$ cat src/rtl/core/assert_macros.svh
// assertion macros shared by the rasterizer rtl
// no dependencies; included by modules that carry concurrent checks
`ifndef ASSERT_MACROS_SVH
`define ASSERT_MACROS_SVH

// same-cycle implication, disabled while reset is low
`define ASSERT_IMPL(label, clk, rst_n, ante, cons) \
    label: assert property (@(posedge clk) disable iff (!(rst_n)) (ante) |-> (cons)) \
        else $error("assertion failed: same-cycle implication");

// next-cycle implication, disabled while reset is low
`define ASSERT_NEXT(label, clk, rst_n, ante, cons) \
    label: assert property (@(posedge clk) disable iff (!(rst_n)) (ante) |=> (cons)) \
        else $error("assertion failed: next-cycle implication");

`endif

$ cat src/rtl/core/blr_pkg.sv
// shared types and constants for the bresenham line rasterizer
// no dependencies
package blr_pkg;

    localparam int COORD_WIDTH_DEF = 12;
    localparam int COLOR_WIDTH     = 24;

    typedef enum logic {
        CMD_LOAD = 1'b0,
        CMD_STEP = 1'b1
    } blr_cmd_t;

endpackage

$ cat src/rtl/core/bresenham_line_rasterizer_core.sv
// Bresenham line rasterizer, all octants. A load command (s_tuser = 0) takes both endpoints
// and a color and returns the start pixel; each step command (s_tuser = 1) returns the next
// pixel, with m_tlast high on the endpoint. A step with no line in progress returns nothing,
// and a load always abandons the line in progress. The block takes one transaction per clock
// and returns one pixel per clock while m_tready stays high: a transaction is held in the
// input register, the decision term and coordinates update in a single add-and-compare pass,
// and the pixel is then captured in the output register and offered on m_tvalid.
// depends on blr_pkg and assert_macros.svh
`include "assert_macros.svh"

module bresenham_line_rasterizer_core
    import blr_pkg::*;
#(
    parameter int COORD_WIDTH = COORD_WIDTH_DEF,
    localparam int S_DATA_W   = ((4 * COORD_WIDTH + COLOR_WIDTH + 7) / 8) * 8,
    localparam int M_DATA_W   = ((2 * COORD_WIDTH + COLOR_WIDTH + 7) / 8) * 8
) (
    input  logic                aclk,
    input  logic                aresetn,

    input  logic                s_tvalid,
    output logic                s_tready,
    // x_start, y_start, x_end, y_end, line_color, zero pad (lowest bit first)
    input  logic [S_DATA_W-1:0] s_tdata,
    // command
    input  logic                s_tuser,

    output logic                m_tvalid,
    input  logic                m_tready,
    // pixel_x, pixel_y, pixel_color, zero pad (lowest bit first)
    output logic [M_DATA_W-1:0] m_tdata,
    // last_pixel
    output logic                m_tlast
);

    localparam int CW     = COORD_WIDTH;
    localparam int DW     = CW + 1;
    localparam int EW     = CW + 3;
    localparam int IN_W   = 4 * CW + COLOR_WIDTH;

    // input register
    logic                   in_valid_reg, in_valid_next;
    blr_cmd_t               in_cmd_reg;
    logic [IN_W-1:0]        in_data_reg;

    // line state
    logic [CW-1:0]          cur_x_reg, cur_x_next;
    logic [CW-1:0]          cur_y_reg, cur_y_next;
    logic signed [EW-1:0]   err_reg, err_next;
    logic [DW-1:0]          tmaj_reg, tmaj_next;
    logic [DW-1:0]          tmin_reg, tmin_next;
    logic                   x_neg_reg, x_neg_next;
    logic                   y_neg_reg, y_neg_next;
    logic                   x_major_reg, x_major_next;
    logic [CW-1:0]          left_reg, left_next;
    logic [COLOR_WIDTH-1:0] color_reg, color_next;

    // output register
    logic                   m_valid_reg, m_valid_next;
    logic [CW-1:0]          m_x_reg;
    logic [CW-1:0]          m_y_reg;
    logic [COLOR_WIDTH-1:0] m_color_reg;
    logic                   m_last_reg;

    logic                   s_accept;
    logic                   proc_fire;
    logic                   is_load;
    logic                   line_active;
    logic                   emit;
    logic                   emit_last;

    logic [CW-1:0]          xs, ys, xe, ye;
    logic [COLOR_WIDTH-1:0] ld_color;
    logic                   ld_x_neg, ld_y_neg, ld_x_major;
    logic [CW-1:0]          adx, ady, ld_maj, ld_min;
    logic signed [EW-1:0]   maj_e, min_e, ld_err_init, ld_err_a, ld_err_b;
    logic signed [EW-1:0]   st_tmaj_e, st_tmin_e, st_err_a;

    logic [CW-1:0]          base_x, base_y;
    logic                   base_x_neg, base_y_neg, base_x_major, minor_move;
    logic                   x_moves, y_moves;

    assign s_accept  = s_tvalid && s_tready;
    assign proc_fire = in_valid_reg && (!m_valid_reg || m_tready);
    assign s_tready  = !in_valid_reg || proc_fire;

    assign is_load     = (in_cmd_reg == CMD_LOAD);
    assign line_active = (left_reg != '0);
    assign emit        = is_load || line_active;

    // unpack the held transaction
    assign xs       = in_data_reg[0 +: CW];
    assign ys       = in_data_reg[CW +: CW];
    assign xe       = in_data_reg[2*CW +: CW];
    assign ye       = in_data_reg[3*CW +: CW];
    assign ld_color = in_data_reg[4*CW +: COLOR_WIDTH];

    // load: deltas, major axis and the term after the first pixel
    always_comb begin
        ld_x_neg   = (xe < xs);
        ld_y_neg   = (ye < ys);
        adx        = ld_x_neg ? (xs - xe) : (xe - xs);
        ady        = ld_y_neg ? (ys - ye) : (ye - ys);
        ld_x_major = (adx > ady);
        ld_maj     = ld_x_major ? adx : ady;
        ld_min     = ld_x_major ? ady : adx;
        maj_e      = signed'({3'b000, ld_maj});
        min_e      = signed'({3'b000, ld_min});
        ld_err_init = (min_e <<< 1) - maj_e;
        // both outcomes of the first decision worked out side by side
        ld_err_a   = (min_e <<< 2) - maj_e;
        ld_err_b   = ld_err_a - (maj_e <<< 1);
    end

    // step: term update from the stored doubled deltas
    always_comb begin
        st_tmaj_e = signed'({2'b00, tmaj_reg});
        st_tmin_e = signed'({2'b00, tmin_reg});
        st_err_a  = err_reg + st_tmin_e;
    end

    // next-point selection shared by load and step
    always_comb begin
        if (is_load) begin
            base_x       = xs;
            base_y       = ys;
            base_x_neg   = ld_x_neg;
            base_y_neg   = ld_y_neg;
            base_x_major = ld_x_major;
            minor_move   = !ld_err_init[EW-1];
        end else begin
            base_x       = cur_x_reg;
            base_y       = cur_y_reg;
            base_x_neg   = x_neg_reg;
            base_y_neg   = y_neg_reg;
            base_x_major = x_major_reg;
            minor_move   = !err_reg[EW-1];
        end
        x_moves = base_x_major || minor_move;
        y_moves = !base_x_major || minor_move;
    end

    always_comb begin
        cur_x_next   = cur_x_reg;
        cur_y_next   = cur_y_reg;
        err_next     = err_reg;
        tmaj_next    = tmaj_reg;
        tmin_next    = tmin_reg;
        x_neg_next   = x_neg_reg;
        y_neg_next   = y_neg_reg;
        x_major_next = x_major_reg;
        left_next    = left_reg;
        color_next   = color_reg;
        emit_last    = is_load ? (ld_maj == '0) : (left_reg == CW'(1));

        if (proc_fire && emit) begin
            if (x_moves) begin
                cur_x_next = base_x_neg ? (base_x - CW'(1)) : (base_x + CW'(1));
            end else begin
                cur_x_next = base_x;
            end
            if (y_moves) begin
                cur_y_next = base_y_neg ? (base_y - CW'(1)) : (base_y + CW'(1));
            end else begin
                cur_y_next = base_y;
            end

            if (is_load) begin
                err_next     = minor_move ? ld_err_b : ld_err_a;
                tmaj_next    = {ld_maj, 1'b0};
                tmin_next    = {ld_min, 1'b0};
                x_neg_next   = ld_x_neg;
                y_neg_next   = ld_y_neg;
                x_major_next = ld_x_major;
                left_next    = ld_maj;
                color_next   = ld_color;
            end else begin
                err_next  = minor_move ? (st_err_a - st_tmaj_e) : st_err_a;
                left_next = left_reg - CW'(1);
            end
        end
    end

    always_comb begin
        in_valid_next = in_valid_reg;
        if (s_accept) begin
            in_valid_next = 1'b1;
        end else if (proc_fire) begin
            in_valid_next = 1'b0;
        end

        m_valid_next = m_valid_reg;
        if (proc_fire) begin
            m_valid_next = emit;
        end else if (m_tready) begin
            m_valid_next = 1'b0;
        end
    end

    always_ff @(posedge aclk) begin
        if (!aresetn) begin
            in_valid_reg <= 1'b0;
            m_valid_reg  <= 1'b0;
            left_reg     <= '0;
        end else begin
            in_valid_reg <= in_valid_next;
            m_valid_reg  <= m_valid_next;
            left_reg     <= left_next;
        end
    end

    always_ff @(posedge aclk) begin
        if (s_accept) begin
            in_cmd_reg  <= blr_cmd_t'(s_tuser);
            in_data_reg <= s_tdata[IN_W-1:0];
        end
        cur_x_reg   <= cur_x_next;
        cur_y_reg   <= cur_y_next;
        err_reg     <= err_next;
        tmaj_reg    <= tmaj_next;
        tmin_reg    <= tmin_next;
        x_neg_reg   <= x_neg_next;
        y_neg_reg   <= y_neg_next;
        x_major_reg <= x_major_next;
        color_reg   <= color_next;
        if (proc_fire && emit) begin
            m_x_reg     <= base_x;
            m_y_reg     <= base_y;
            m_color_reg <= is_load ? ld_color : color_reg;
            m_last_reg  <= emit_last;
        end
    end

    assign m_tvalid = m_valid_reg;
    assign m_tlast  = m_last_reg;

    always_comb begin
        m_tdata                          = '0;
        m_tdata[0 +: CW]                 = m_x_reg;
        m_tdata[CW +: CW]                = m_y_reg;
        m_tdata[2*CW +: COLOR_WIDTH]     = m_color_reg;
    end

    // a step with no line in progress leaves the output empty
    `ASSERT_NEXT(a_idle_step_silent, aclk, aresetn, proc_fire && !emit, !m_valid_reg)
    // every load yields a pixel
    `ASSERT_NEXT(a_load_emits, aclk, aresetn, proc_fire && is_load, m_valid_reg)
    // the endpoint pixel ends the line
    `ASSERT_NEXT(a_last_ends_line, aclk, aresetn, proc_fire && emit && emit_last, left_reg == '0)
    // a pixel short of the endpoint keeps the line going
    `ASSERT_NEXT(a_mid_keeps_line, aclk, aresetn, proc_fire && emit && !emit_last, left_reg != '0)

endmodule
$ cat config.mk
export PLATFORM = sky130hd
export DESIGN_NAME = bresenham_line_rasterizer_core
export DESIGN_NICKNAME = d
export VERILOG_FILES = /design/src/rtl/core/blr_pkg.sv /design/src/rtl/core/bresenham_line_rasterizer_core.sv
export VERILOG_INCLUDE_DIRS = /design/src /design/src/rtl/core
export SDC_FILE = /design/constraint.sdc
export NUM_CORES = 1
export LEC_CHECK = 0
export BUFFER_PORTS_ARGS = -buffer_cell sky130_fd_sc_hd__buf_4
export CAP_MARGIN = 20
export CORE_ASPECT_RATIO = 1.25
export CORE_MARGIN = 2
export CORE_UTILIZATION = 42
export DETAILED_ROUTE_END_ITERATION = 7
export PLACE_DENSITY_LB_ADDON = 0.1
export SLEW_MARGIN = 10
export SYNTH_ARGS = -nofsm -noshare
export SYNTH_HDL_FRONTEND = slang
export SYNTH_SLANG_ARGS = --single-unit
export TNS_END_PERCENT = 50
$ cat constraint.sdc
create_clock -name aclk -period 11.08 [get_ports aclk]
set_input_delay 0.554 -clock aclk [delete_from_list [all_inputs] [get_ports aclk]]
set_output_delay 0.554 -clock aclk [all_outputs]
set_load 0.03 [all_outputs]
==> Word-level counts from Yosys, hierarchy flattened <==
Index checks and enable logic that the tools add are counted.
{ "word_totals": {"output_inout_bits": 51, "rom_bits": 0, "wordCells": 78, "mem_bits_rw": 0, "mem_count": 0, "input_bits": 77, "regBits": 202, "latchBits": 0} }
{ "classes": {"n_bitwise": 1, "n_div": 0, "multipliers": 0, "n_reduce_logical": 18, "n_lt_le_gt_ge": 3, "add_sub_neg": 14, "muxes": 24, "shift": 0, "eq_ne": 1} }
{ "ops": {"columns": ["operator", "count"], "rows": [
  ["$mux W12", 11],
  ["$sub A12 B12 Y12", 4],
  ["$mux W15", 3],
  ["$sub A12 B1 Y12 const B", 3],
  ["$sub A15 B14 Y15", 2],
  ["$add A12 B1 Y12 const B", 2],
  ["$lt A12 B12 Y1", 2],
  ["$mux W24", 1],
  ["$add A15 B14 Y15", 1],
  ["$sub A14 B12 Y15", 1],
  ["$sub A13 B12 Y14", 1],
  ["$eq A12 B1 Y1 const B", 1],
  ["$gt A12 B12 Y1", 1],
  ["$logic_not A12 Y1", 1],
  ["$reduce_bool A12 Y1", 1],
  ["$mux W1", 9],
  ["$logic_not A1 Y1", 5],
  ["$logic_or A1 B1 Y1", 5],
  ["$reduce_bool A2 Y1", 2],
  ["$logic_and A1 B1 Y1", 3],
  ["$reduce_and A2 Y1", 1],
  ["$not A1 Y1", 1]
]} }

==> Depth between registers and ports, before layout <==
{ "logic_depth": {"word_depth": 9, "ltp_mapped": 44, "depth_no_buf": 40} }

==> Least setup slack after synthesis <==
OpenSTA, ideal clock, no wires.
{ "synth_timing": {"kind": "register -> register", "from": "register in_data_reg[36]", "to": "register err_reg[14], data pin", "synth_period_minus_slack_ns": 8.509, "setup_ns": 0.158, "n_path_buf": 5, "path_stages_with_launch": 44, "required_ns": 10.922, "arrival_time_ns": 8.350, "slack_ns": 2.571, "path_cell_list": "edfxtp_1 inv_1 ha_1 inv_1 fa_1 a211oi_2 o211ai_2 a31oi_4 clkbuf_1 mux2i_1 a221oi_1 xnor2_1 inv_1 ha_1 and2_1 a221o_1 a221oi_1 a21o_1 (+8 left out) inv_1 o311ai_0 o311ai_0 o31ai_1 a21o_1 a21boi_0 o21ai_0 a21oi_1 xnor2_1 ha_1 and2_1 nor2_1 o21bai_1 a21o_1 a21oi_1 nand2_1 or4_1 o211ai_1"} }
{ "synth_between": {"elab_chain_cells": 9, "elab_cells_between_ends": 15, "cone_classes": "add/sub (5); order compare (2); mux (7); reduce/logical (1)"} }
{ "synth_rtl": {"columns": ["element", "line", "source"], "rows": [
  ["from (decl)", "bresenham_line_rasterizer_core.sv:44", "logic [IN_W-1:0] in_data_reg;"],
  ["from (signal assigned)", "bresenham_line_rasterizer_core.sv:215", "in_data_reg <= s_tdata[IN_W-1:0];"],
  ["$sub A12 B12 Y12 or $lt A12 B12 Y1 (tied branches)", "bresenham_line_rasterizer_core.sv:103, bresenham_line_rasterizer_core.sv:101", null],
  ["$mux W12 (*)", "bresenham_line_rasterizer_core.sv:103", "ady = ld_y_neg ? (ys - ye) : (ye - ys);"],
  ["$gt A12 B12 Y1", "bresenham_line_rasterizer_core.sv:104", "ld_x_major = (adx > ady);"],
  ["$mux W12 (*)", "bresenham_line_rasterizer_core.sv:105", "ld_maj = ld_x_major ? adx : ady;"],
  ["named net ld_maj[1]", "bresenham_line_rasterizer_core.sv:75", "logic [CW-1:0] adx, ady, ld_maj, ld_min;"],
  ["parallel branches: the longest is 4 deep, another holds $sub A14 B12 Y15", null, null],
  ["$mux W15 (*)", "bresenham_line_rasterizer_core.sv:168", "if (is_load) begin"],
  ["to (signal assigned)", "bresenham_line_rasterizer_core.sv:219", "err_reg <= err_next;"],
  ["to (decl)", "bresenham_line_rasterizer_core.sv:49", "logic signed [EW-1:0] err_reg, err_next;"]
]} }
Mark *: on every way through the listed nets, which the timed path passes.
A chain may end at the register's enable or synchronous reset.

==> Worst setup path after layout <==
Ends and elaborated chain as after synthesis.

==> flow_summary_export.csv <==
group,metric,value,unit
status,status,"finished, final reports clean",
synthesis,ys_top_cells_by_area,"edfxtp_1 (42%), ha_1 (12%), a21oi_1 (4.2%)",
global_routing,first_global_vias,10200,
power_and_ir_drop,switchingPower,0.00222,W
floorplanning,fp.dieArea,0.0335,mm²
sta,hold_ws,0.205,ns
worst_setup_path,worst-r2r-cell-count,37,
synthesis,ys_types,78,
routing,wl_per_cell,17.3,µm
synthesis,synth_largest_area_cell,"edfxtp_1",
sta,finalSetupTns,0,ns
clock_tree,cts_buffers,22,
synthesis,syn_inst,1337,
routing,drtAntennaViolNets,0,
worst_setup_path,worstSetupStartpointType,"register",
routing,viasPerCell,5.41,
power_and_ir_drop,p_int,0.00274,W
global_routing,track_usage,0.193,
worst_setup_path,r2r_start,"in_data_reg[36]$_DFFE_PP_",
sta,rsz0062_at_grt,"no",
worst_setup_path,worstPathRequired,11.44,ns
sta,hold_viol_final,0,
clock_tree,cts.repair.resized,0,
synthesis,synth_top_area_frac,0.417,
synthesis,synth_area,0.0135,mm²
clock_tree,clock-sinks,201,
sta,skew,0.0141,ns
floorplanning,core,0.0317,mm²
power_and_ir_drop,clkPwrFrac,0.136,
synthesis,synth_edf_count,187,
clock_tree,ctsRootBufferMaster,"clkbuf_16",
worst_setup_path,reg2reg_to,"err_reg[14]$_DFFE_PP_",
power_and_ir_drop,peakVddDrop,0.172,mV
layout,largest_reg_flops,72,
routing,num_vias,10200,
global_routing,grt_start_max_net_pins,74,
synthesis,synth-seq-cells,201,
worst_setup_path,crit_top_cell,"inv_1",
clock_tree,path_clk_slew,0.06,ns
routing,first_iter_violations,634,
synthesis,synth_nets,1549,
routing,routed_wl,32800,µm
worst_setup_path,slowest_stage,"xor2_1",
synthesis,dominantRegCellSynth,"edfxtp_1",
worst_setup_path,cp_slowest_stage_delay,0.51,ns
synthesis,synth-seq-area-share,0.438,
sta,fin_crit,9.39,ns
sta,worst_slew_pin_slew,0.989,ns
worst_setup_path,endpoint,"err_reg[14]$_DFFE_PP_",
routing,drtPass1Iterations,5,
power_and_ir_drop,pwr-share-comb,0.651,
floorplanning,die_h,204,µm
worst_setup_path,worstPathMaxFanout,45,
power_and_ir_drop,p_leak,6.52,nW
sta,setup_viol_count_final,0,
power_and_ir_drop,seqPwrFrac,0.213,
power_and_ir_drop,powerDensity,318,mW/mm²
layout,drive_gt1_frac,0.145,
clock_tree,cts_setup_buffers,0,
worst_setup_path,crit_arrival,9.75,ns
clock_tree,ctsHoldBuffers,0,
worst_setup_path,r2r_slack,1.69,ns
global_routing,grt_remaining_overflow,0,
place,pre_cts_ws,1.73,ns
layout,syn_to_final_growth,15.7,%
layout,antenna_cells,0,
place,gp_congestion,0.873,
clock_tree,h-tree-depth,1,
synthesis,synth-async-reset-ratio,0,
sta,finalCritPeriodShare,0.848,
sta,fmax,106,MHz
synthesis,syn-mean-instance-area,10.1,µm²
sta,finalMaxSlewViolations,0,
synthesis,yosysMostFrequentCell,"edfxtp_1",
clock_tree,cts_tree,"yes",
layout,nets,1676,
power_and_ir_drop,p_sw_frac,0.448,
global_routing,antenna_found_initial,0,
sta,max_slew_margin,0.341,
global_routing,grt_pass1_wl,51500,µm
place,dpl.hpwl,24400,µm
clock_tree,clkLatencyLatePin,0.52,ns
routing,drc,0,
floorplanning,num_io_pins,128,
synthesis,synth_warnings,0,
layout,n_fill_cell,2960,
floorplanning,die_w,164,µm
worst_setup_path,startpoint,"in_data_reg[36]$_DFFE_PP_",
clock_tree,cts_max_path_buffers,3,
synthesis,synth_common_cells,"edfxtp_1 (187), ha_1 (126), inv_1 (125)",
hold_path,hp-class,"input pin to register",
worst_setup_path,path_class,"register to register",
place,port_buffers,127,
floorplanning,start_util,0.425,
run,cap_violations,0,
floorplanning,rows,73,
sta,setup_ws,1.69,ns
worst_setup_path,end_kind,"register",
area by class of cell:
class                           instances  area (µm²)  area share
Multi-Input combinational cell        966        6940       0.445
Sequential cell                       201        5900       0.378
Timing Repair Buffer                  144        1090      0.0699
Clock buffer                           28         593      0.0381
Tap cell                              412         515      0.0331
Inverter                              129         488      0.0313
Clock inverter                         11        65.1     0.00418
how the worst min path moves through the flow:
stage / slack (ns) / start / cells after the start / endpoint
after floorplan: 0.40 / in_data_reg[48]$_DFFE_PP_ / 0 / m_color_reg[0]$_DFFE_PP_
final: 0.21 / s_tdata[42] / 1 / in_data_reg[42]$_DFFE_PP_
after global placement: 0.40 / in_data_reg[68]$_DFFE_PP_ / 0 / m_color_reg[20]$_DFFE_PP_
after detailed placement: 0.40 / in_data_reg[48]$_DFFE_PP_ / 0 / m_color_reg[0]$_DFFE_PP_
after CTS: 0.18 / s_tuser / 1 / in_cmd_reg$_DFFE_PP_
after global routing: 0.18 / s_tdata[40] / 1 / in_data_reg[40]$_DFFE_PP_
worst max-delay path, delay by kind of cell, from the launching register on:
kind	cells	cell delay (ns)
buffers and inverters	7	1.14
flip-flops	1	0.39
adder cells (fa/ha/maj)	5	1.51
XOR/XNOR	1	0.51
AND/OR/NAND/NOR	4	0.79
multiplexers	1	0.41
AO/OA/AOI/OAI	19	4.46
metal layers:
layer | track usage | wire length (µm)
met2 | 0.344 | 16400
met3 | 0.0250 | 1200
met4 | 0.0714 | 1190
met5 | 0 | 0
met1 | 0.237 | 14000
layout by cell type, fill, tap and decap left out, types with 7 or more instances in the layout:
cell         n
buf_4      143
nand2_1    112
inv_1      125
nor3_1      23
xor2_1      19
a211oi_1    18
edfxtp_1   187
nand2b_1    21
fa_1         9
o21ai_0     92
clkbuf_16   22
a31oi_1      8
mux2_2      11
nor2b_1     19
and3_1       7
o211ai_1    17
o21bai_1     8
o21a_1      19
a21oi_1    111
o22ai_1     12
nor2_1      70
mux2i_1     26
or3_1       15
clkinv_1     7
nand3_1     20
o31ai_1      9
ha_1       126
a21o_1      31
xnor2_1     53
dfxtp_1     14
and2_1      11
a22oi_1      8
power by group through the flow:
| stage | logic, W | clock network [W] | registers, W |
|---|---|---|---|
| floorplan | 0.00246 | 0 | 0.00109 |
| detailed placement | 0.00320 | 0 | 0.00107 |
| CTS | 0.00322 | 0.000697 | 0.00106 |
| finish | 0.00323 | 0.000674 | 0.00106 |
| global route | 0.00360 | 0.000720 | 0.00107 |
| global placement | 0.00316 | 0 | 0.00107 |
kinds of logic (layout without fill, tap and decap cells):
family / count (synthesis) / after routing / synth area share
AOI/OAI and AO/OA: 392 / 392 / 0.188
adders and majority gates: 137 / 137 / 0.132
buffers and inverters: 170 / 312 / 0.0489
and+or+nand+nor: 325 / 325 / 0.114
xor gates and xnor gates: 73 / 73 / 0.0480
muxes: 39 / 39 / 0.0313
DFF: 201 / 201 / 0.438
metrics by stage:
step	instances	total power [W]	util	instance area (µm²)
floorplan	1337	0.00355	-	13500
global placement	1850	0.00423	0.470	14900
detailed placement	1850	0.00427	0.470	14900
CTS	1889	0.00498	0.491	15600
global route	1891	0.00539	0.492	15600
finish	1891	0.00496	0.492	15600
Power figures use the tool's default switching activity.
